**src/dfsw_pkg.sv**
```systemverilog
// Shared types and constants for the depth-first timestamp walker.
// Used by dfsw_graph and dfs_timestamp_walker_unit; depends on nothing.
package dfsw_pkg;

  localparam int MAX_VERTICES = 16;
  localparam int VIDX_W = $clog2(MAX_VERTICES);
  localparam int CNT_W = VIDX_W + 1;
  localparam int TIME_W = 6;

  localparam logic [1:0] FUNC_CLEAR = 2'd0;
  localparam logic [1:0] FUNC_ADD = 2'd1;
  localparam logic [1:0] FUNC_RUN = 2'd2;

  localparam logic [1:0] ADDR_NUM_VERTICES = 2'd0;
  localparam logic [4:0] NUM_VERTICES_RESET = 5'd16;

  typedef enum logic [1:0] {
    COLOR_WHITE,
    COLOR_GRAY,
    COLOR_BLACK
  } color_t;

  typedef enum logic [1:0] {
    ST_IDLE,
    ST_ROOT,
    ST_SCAN,
    ST_EMIT
  } state_t;

  typedef struct packed {
    logic clear;
    logic add;
    logic [VIDX_W-1:0] src;
    logic [VIDX_W-1:0] dst;
  } graph_cmd_t;

endpackage

```
**src/dfs_timestamp_walker_unit.sv**
```systemverilog
// Depth-first forest walker with discovery/finish timestamps over a 16-vertex graph.
// Clear and add-edge items leave busy low, and the block is ready again in the next cycle.
// A run item keeps busy high through the walk (n = vertices in use): one
// neighbor test per cycle in the scan loop, a root step per root candidate, then the
// n result beats, one per cycle, vertex 0 first, with last on the final one. The
// receiver cannot stall, so each beat is valid only in the cycle strobe is high.
// Depends on dfsw_pkg and dfsw_graph.
module dfs_timestamp_walker_unit (
  input  logic                              clk,
  input  logic                              rst,
  input  logic                              start,
  output logic                              busy,
  input  logic [1:0]                        func,
  input  logic [3:0]                        edge_source,
  input  logic [3:0]                        edge_target,
  output logic                              strobe,
  output logic [3:0]                        vertex,
  output logic                              has_parent,
  output logic [3:0]                        parent,
  output logic [5:0]                        discovery_time,
  output logic [5:0]                        finish_time,
  output logic                              last,
  input  logic                              psel,
  input  logic                              penable,
  input  logic                              pwrite,
  input  logic [1:0]                        paddr,
  input  logic [31:0]                       pwdata,
  output logic [31:0]                       prdata,
  output logic                              pready
);

  localparam int NV = dfsw_pkg::MAX_VERTICES;
  localparam int VW = dfsw_pkg::VIDX_W;
  localparam int CW = dfsw_pkg::CNT_W;
  localparam int TW = dfsw_pkg::TIME_W;

  dfsw_pkg::state_t state, state_next;

  logic [4:0]           num_vertices;
  logic [CW-1:0]        n_act;
  logic                 accept;
  dfsw_pkg::graph_cmd_t gcmd;
  logic [NV-1:0]        row;

  dfsw_pkg::color_t     color [NV];
  logic [VW:0]          parent_of [NV];
  logic [TW-1:0]        disc [NV];
  logic [TW-1:0]        fin [NV];
  logic [VW-1:0]        stack_v [NV];
  logic [CW-1:0]        stack_w [NV];

  logic [CW-1:0]        root;
  logic [VW-1:0]        cur_v;
  logic [CW-1:0]        cur_w;
  logic [VW-1:0]        sp;
  logic [TW-1:0]        tick;
  logic [VW-1:0]        emit_idx;

  logic                 root_in;
  logic                 root_white;
  logic                 scan_in;
  logic                 scan_hit;
  logic                 emit_last;

  // configuration
  assign pready = 1'b1;

  always_ff @(posedge clk) begin
    if (rst) begin
      num_vertices <= dfsw_pkg::NUM_VERTICES_RESET;
    end else if (psel && penable && pwrite && pready &&
                 paddr == dfsw_pkg::ADDR_NUM_VERTICES) begin
      num_vertices <= pwdata[4:0];
    end
  end

  assign prdata = (paddr == dfsw_pkg::ADDR_NUM_VERTICES) ? {27'd0, num_vertices} : 32'd0;

  always_comb begin
    if (num_vertices == 5'd0) begin
      n_act = CW'(1);
    end else if (num_vertices > 5'(NV)) begin
      n_act = CW'(NV);
    end else begin
      n_act = CW'(num_vertices);
    end
  end

  // graph storage
  assign busy   = (state != dfsw_pkg::ST_IDLE);
  assign accept = start && !busy;

  assign gcmd.clear = accept && func == dfsw_pkg::FUNC_CLEAR;
  assign gcmd.add   = accept && func == dfsw_pkg::FUNC_ADD;
  assign gcmd.src   = edge_source;
  assign gcmd.dst   = edge_target;

  dfsw_graph u_graph (
    .clk     (clk),
    .rst     (rst),
    .cmd     (gcmd),
    .row_sel (cur_v),
    .row     (row)
  );

  // shared scan test
  assign root_in    = root < n_act;
  assign root_white = color[root[VW-1:0]] == dfsw_pkg::COLOR_WHITE;
  assign scan_in    = cur_w < n_act;
  assign scan_hit   = scan_in && row[cur_w[VW-1:0]] &&
                      color[cur_w[VW-1:0]] == dfsw_pkg::COLOR_WHITE;
  assign emit_last  = {1'b0, emit_idx} == n_act - CW'(1);

  always_ff @(posedge clk) begin
    if (rst) begin
      state <= dfsw_pkg::ST_IDLE;
    end else begin
      state <= state_next;
    end
  end

  always_comb begin
    state_next = state;
    case (state)
      dfsw_pkg::ST_IDLE: begin
        if (accept && func == dfsw_pkg::FUNC_RUN) begin
          state_next = dfsw_pkg::ST_ROOT;
        end
      end
      dfsw_pkg::ST_ROOT: begin
        if (!root_in) begin
          state_next = dfsw_pkg::ST_EMIT;
        end else if (root_white) begin
          state_next = dfsw_pkg::ST_SCAN;
        end
      end
      dfsw_pkg::ST_SCAN: begin
        if (!scan_in && sp == '0) begin
          state_next = dfsw_pkg::ST_ROOT;
        end
      end
      dfsw_pkg::ST_EMIT: begin
        if (emit_last) begin
          state_next = dfsw_pkg::ST_IDLE;
        end
      end
      default: state_next = dfsw_pkg::ST_IDLE;
    endcase
  end

  always_ff @(posedge clk) begin
    case (state)
      dfsw_pkg::ST_IDLE: begin
        if (accept && func == dfsw_pkg::FUNC_RUN) begin
          for (int i = 0; i < NV; i++) begin
            color[i]     <= dfsw_pkg::COLOR_WHITE;
            parent_of[i] <= '0;
            disc[i]      <= '0;
            fin[i]       <= '0;
          end
          tick     <= '0;
          root     <= '0;
          sp       <= '0;
          emit_idx <= '0;
        end
      end
      dfsw_pkg::ST_ROOT: begin
        if (root_in) begin
          root <= root + CW'(1);
          if (root_white) begin
            tick                   <= tick + TW'(1);
            disc[root[VW-1:0]]     <= tick + TW'(1);
            color[root[VW-1:0]]    <= dfsw_pkg::COLOR_GRAY;
            cur_v                  <= root[VW-1:0];
            cur_w                  <= '0;
            sp                     <= '0;
          end
        end
      end
      dfsw_pkg::ST_SCAN: begin
        if (scan_in) begin
          if (scan_hit) begin
            stack_v[sp]               <= cur_v;
            stack_w[sp]               <= cur_w + CW'(1);
            sp                        <= sp + VW'(1);
            parent_of[cur_w[VW-1:0]]  <= {1'b1, cur_v};
            tick                      <= tick + TW'(1);
            disc[cur_w[VW-1:0]]       <= tick + TW'(1);
            color[cur_w[VW-1:0]]      <= dfsw_pkg::COLOR_GRAY;
            cur_v                     <= cur_w[VW-1:0];
            cur_w                     <= '0;
          end else begin
            cur_w <= cur_w + CW'(1);
          end
        end else begin
          color[cur_v] <= dfsw_pkg::COLOR_BLACK;
          tick         <= tick + TW'(1);
          fin[cur_v]   <= tick + TW'(1);
          if (sp != '0) begin
            cur_v <= stack_v[sp - VW'(1)];
            cur_w <= stack_w[sp - VW'(1)];
            sp    <= sp - VW'(1);
          end
        end
      end
      dfsw_pkg::ST_EMIT: begin
        emit_idx <= emit_idx + VW'(1);
      end
      default: begin
      end
    endcase
  end

  // result beats
  assign strobe         = (state == dfsw_pkg::ST_EMIT);
  assign vertex         = emit_idx;
  assign has_parent     = parent_of[emit_idx][VW];
  assign parent         = parent_of[emit_idx][VW-1:0];
  assign discovery_time = disc[emit_idx];
  assign finish_time    = fin[emit_idx];
  assign last           = strobe && emit_last;

  a_strobe_busy: assert property (@(posedge clk) disable iff (rst)
    strobe |-> busy)
    else $error("result beat outside a run");

  a_last_idle: assert property (@(posedge clk) disable iff (rst)
    (strobe && last) |=> !busy)
    else $error("block still busy after last beat");

  a_beats_run: assert property (@(posedge clk) disable iff (rst)
    (strobe && !last) |=> strobe)
    else $error("gap in result beats");

  a_run_starts: assert property (@(posedge clk) disable iff (rst)
    (accept && func == dfsw_pkg::FUNC_RUN) |=> (busy && !strobe))
    else $error("run item did not start the walk");

  a_edit_quick: assert property (@(posedge clk) disable iff (rst)
    (accept && func != dfsw_pkg::FUNC_RUN) |=> !busy)
    else $error("edit item left block busy");

endmodule

```
**src/dfsw_graph.sv**
```systemverilog
// Adjacency bit matrix: row s, bit t marks edge s->t; one row read per cycle.
// Depends on dfsw_pkg.
module dfsw_graph (
  input  logic                                 clk,
  input  logic                                 rst,
  input  dfsw_pkg::graph_cmd_t                 cmd,
  input  logic [dfsw_pkg::VIDX_W-1:0]          row_sel,
  output logic [dfsw_pkg::MAX_VERTICES-1:0]    row
);

  logic [dfsw_pkg::MAX_VERTICES-1:0] adjacency [dfsw_pkg::MAX_VERTICES];

  always_ff @(posedge clk) begin
    if (rst || cmd.clear) begin
      for (int i = 0; i < dfsw_pkg::MAX_VERTICES; i++) begin
        adjacency[i] <= '0;
      end
    end else if (cmd.add) begin
      adjacency[cmd.src][cmd.dst] <= 1'b1;
    end
  end

  assign row = adjacency[row_sel];

endmodule
```
**config.mk**
```make
export PLATFORM = sky130hd
export DESIGN_NAME = dfs_timestamp_walker_unit
export DESIGN_NICKNAME = d
export VERILOG_FILES = /design/src/dfsw_pkg.sv /design/src/dfs_timestamp_walker_unit.sv /design/src/dfsw_graph.sv
export SDC_FILE = /design/constraint.sdc
export NUM_CORES = 1
export LEC_CHECK = 0
export ABC_AREA = 1
export BUFFER_PORTS_ARGS = -buffer_cell sky130_fd_sc_hd__buf_2
export CAP_MARGIN = 20
export CORE_AREA = 2 2 257 259
export DETAILED_ROUTE_END_ITERATION = 10
export DIE_AREA = 0 0 259 261
export HOLD_SLACK_MARGIN = 0.03
export PLACE_DENSITY = 0.77
export REMOVE_ABC_BUFFERS = 1
export SETUP_SLACK_MARGIN = 0.5
export SLEW_MARGIN = 20
export SYNTH_ARGS = -nofsm -noshare
export SYNTH_HDL_FRONTEND = slang
export SYNTH_SLANG_ARGS = --single-unit
```
**constraint.sdc**
```tcl
create_clock -name clk -period 4.05 [get_ports clk]
set_clock_uncertainty 0.1 [all_clocks]
set_input_delay 0.6075 -clock clk [delete_from_list [all_inputs] [get_ports clk]]
set_output_delay 0.6075 -clock clk [all_outputs]
set_load 0.005 [all_outputs]
```
==> run_results.csv <==
group,metric,value,unit
pwr,power_density,673,nW/um^2
global_routing,first_global_vias,24800,
route,vias,26500,
status,status,"finished clean",
placed_design,pre_cts_slack,0.215,ns
sta,fin_crit_sh,0.854,
yosys,synth-edff-count,460,
sta,report.final.hold_viol_count,0,
clock_tree,cts_sinks,755,
global_routing,initial_antenna_violation_count,1,
setup_path,critical_setup_path_kind,"register to output pin",
yosys,synth_top_area_frac,0.406,
sta,finalCriticalPeriod,3.46,ns
yosys,ys_top_cells_by_count,"625 x sky130_fd_sc_hd__nand2_1, 460 x sky130_fd_sc_hd__edfxtp_1, 428 x sky130_fd_sc_hd__inv_1",
pwr,leakage,0.0141,uW
final_layout,fillCellCount,5279,
clock_tree,post_cts_hold_buffer_count,0,
sta,grt_setup_unrepaired,"no",
global_routing,wire_length_of_the_first_global_routing_pass,135000,um
yosys,synth-seq-area-share,0.580,
setup_path,cp_max_fo,29,
setup_path,cp.arrival,2.75,ns
route,routed_wire_length_per_instance,19.4,um
yosys,avgSynthCellArea,9.27,sq um
placed_design,placed_area,35000,sq um
clock_tree,tritoncts,"yes",
yosys,yosys.cell_count.top_type,"sky130_fd_sc_hd__nand2_1",
route,drtAntennaViolNets,0,
yosys,ys_seq_elements,755,
route,number_of_vias_per_cell_after_detailed_routing,5.78,
sta,max_freq,289,MHz
worst_hold_path,worstHoldPathType,"input port to register",
final_layout,cell_area_after_layout,38000,sq um
route,wl_met3,8740,um
sta,slew_violations,0,
route,top_layer_used,"met4",
clock_tree,clkTransAtPathRegs,0.06,ns
route,post-route-drc-count,0,
placed_design,io_buffers,51,
sta,tightest_slew,1.12,ns
sta,final.hold.worst_slack,0.212,ns
final_layout,final_net_count,3744,
setup_path,cp_data_required_time,3.34,ns
yosys,synth-warning-count,0,
yosys,ys_async_sr_fraction,0,
clock_tree,clock_tree.htree_level_count,3,
clock_tree,cts_made_buffers,75,
global_routing,grt_max_degree,189,
final_layout,inserted_diodes,0,
yosys,yosys-top-cells-area,"sky130_fd_sc_hd__edfxtp_1 41%, sky130_fd_sc_hd__dfxtp_1 17%, sky130_fd_sc_hd__nand2_1 6.9%",
floorplan,start_util,0.523,
yosys,yosys.cell_types.count,51,
floorplan,die_area,67600,sq um
route,dr.pass1.iters,8,
sta,endpoints_failing_setup,0,
flow_run,maximum_capacitance_violations,0,
final_layout,final_layout_size_suffix_gt1_frac,0.115,
yosys,synth_cells,3672,
final_layout,syn_to_final_growth,11.7,%
route,finalWirelength,88800,um
placed_design,dp.final_hpwl,52500,um
global_routing,grt_remaining_overflow,0,
route,met1Wirelength,36100,um
clock_tree,clock_tree.root_cell,"sky130_fd_sc_hd__clkbuf_16",
worst_hold_path,min-delay-start,"pwdata[4]",
global_routing,groute.usage.overall,0.255,
setup_path,critical_path.startpoint_type,"register",
floorplan,core_area,65000,sq um
sta,finalWorstSetupSlack,0.593,ns
placed_design,place.gp.congestion,0.903,
floorplan,io_pins,107,
floorplan,placementRows,94,
floorplan,die_w,259,um
route,detailroute.wirelength.met2,41400,um
sta,slew_headroom,0.246,
yosys,synth_flop_cell,"sky130_fd_sc_hd__edfxtp_1",
setup_path,critical_path.endpoint_type,"output pin",
floorplan,chipHeight,261,um
route,drt_iter0_markers,3285,
clock_tree,max-clock-path-buffers,3,
yosys,synth_area,34000,sq um
pwr,peakVddDrop,0.439,mV
yosys,synth_area_leader_cell,"sky130_fd_sc_hd__edfxtp_1",
clock_tree,clock_latency,0.63,ns
-- metrics by stage --
stage	std cells	TNS (ns)	total power, uW	utilization
after floorplan	3428	-3724.82	14700	-
after global routing	4587	0	26600	0.584
after detailed placement	4442	0	18000	0.539
final	4587	0	25600	0.584
after CTS	4574	0	25000	0.577
after global placement	4442	0	17800	0.539
-- path summary, 6_finish.rpt --
check / end / slack, ns / cells after the start
worst max register to register: disc[2][1] / 0.62 / 21
worst min register to register: parent_of[2][4] / 0.35 / 2
worst min-delay path: num_vertices[4] / 0.21 / 3
worst max-delay path: has_parent / 0.59 / 5
-- cells in the final DEF (no fill, tap or decap), types with 31 or more instances in the layout --
cell type                   instances
sky130_fd_sc_hd__a21oi_1          128
sky130_fd_sc_hd__buf_2             51
sky130_fd_sc_hd__buf_4             93
sky130_fd_sc_hd__clkbuf_16         79
sky130_fd_sc_hd__dfxtp_1          289
sky130_fd_sc_hd__edfxtp_1         460
sky130_fd_sc_hd__inv_1            418
sky130_fd_sc_hd__mux2i_1           64
sky130_fd_sc_hd__nand2_1          593
sky130_fd_sc_hd__nand2_2           31
sky130_fd_sc_hd__nand3_1          276
sky130_fd_sc_hd__nor2_1           358
sky130_fd_sc_hd__nor3_2            38
sky130_fd_sc_hd__o211ai_1          68
sky130_fd_sc_hd__o21ai_0          193
sky130_fd_sc_hd__o22ai_1          279
-- power by group --
group,total (uW),switching [uW],internal (uW)
registers,9490,452,9040
logic,9140,6570,2570
clock network,6940,2960,3990
-- metal layers --
metal / track usage / up-vias
li1: - / 12500
met1: 0.357 / 12500
met2: 0.403 / 1366
met3: 0.0375 / 179
met4: 0.0981 / 0
met5: 0 / -
-- state kept, by name, summed over array words and instances, names as in the netlist, named ones only --
register / flops
sp: 4
state: 2
num_vertices: 5
cur_v: 4
disc: 96
color: 32
tick: 6
u_graph.adjacency: 256
cur_w: 5
root: 5
stack_w: 80
vertex: 4
fin: 96
parent_of: 80
stack_v: 64
-- cell families (layout without fill, tap and decap cells) --
logic type      Yosys count  count (layout)  synth area share
compound gates          729             729             0.127
simple gates           1372            1374             0.174
buf+inv                 710             733            0.0876
other cells               2              28          0.000221
mux                      66              66            0.0195
fa+ha+maj                25              25           0.00919
xor+xnor                 13              13           0.00335
flops                   755             755             0.580
-- timing repair --
item                                    in CTS  in global routing
resized for setup                           12                100
endpoints found under the setup margin     398                536
cloned                                       1                  6
setup buffers                                0                  7
pin swaps                                    0                 12
-- layout make-up --
type,instances,area (sq um),area share
well taps,864,1080,0.0284
inverters,440,1680,0.0442
flip-flops and latches,755,19700,0.519
multi-input cells,2235,11800,0.311
repair inverters,1,11.3,0.000296
clock buffers,96,2060,0.0541
repair buffers,161,1280,0.0336
clock inverters,35,355,0.00935
-- worst max-delay path: stages, from the launching register on --
cell                       delay [ns]
sky130_fd_sc_hd__dfxtp_1         0.33
sky130_fd_sc_hd__clkinv_1        0.86
sky130_fd_sc_hd__nand2_1         0.32
sky130_fd_sc_hd__o22ai_1         0.12
sky130_fd_sc_hd__o21ai_0         0.31
sky130_fd_sc_hd__buf_2           0.17
No activity file was read; power rests on OpenSTA's default activity.
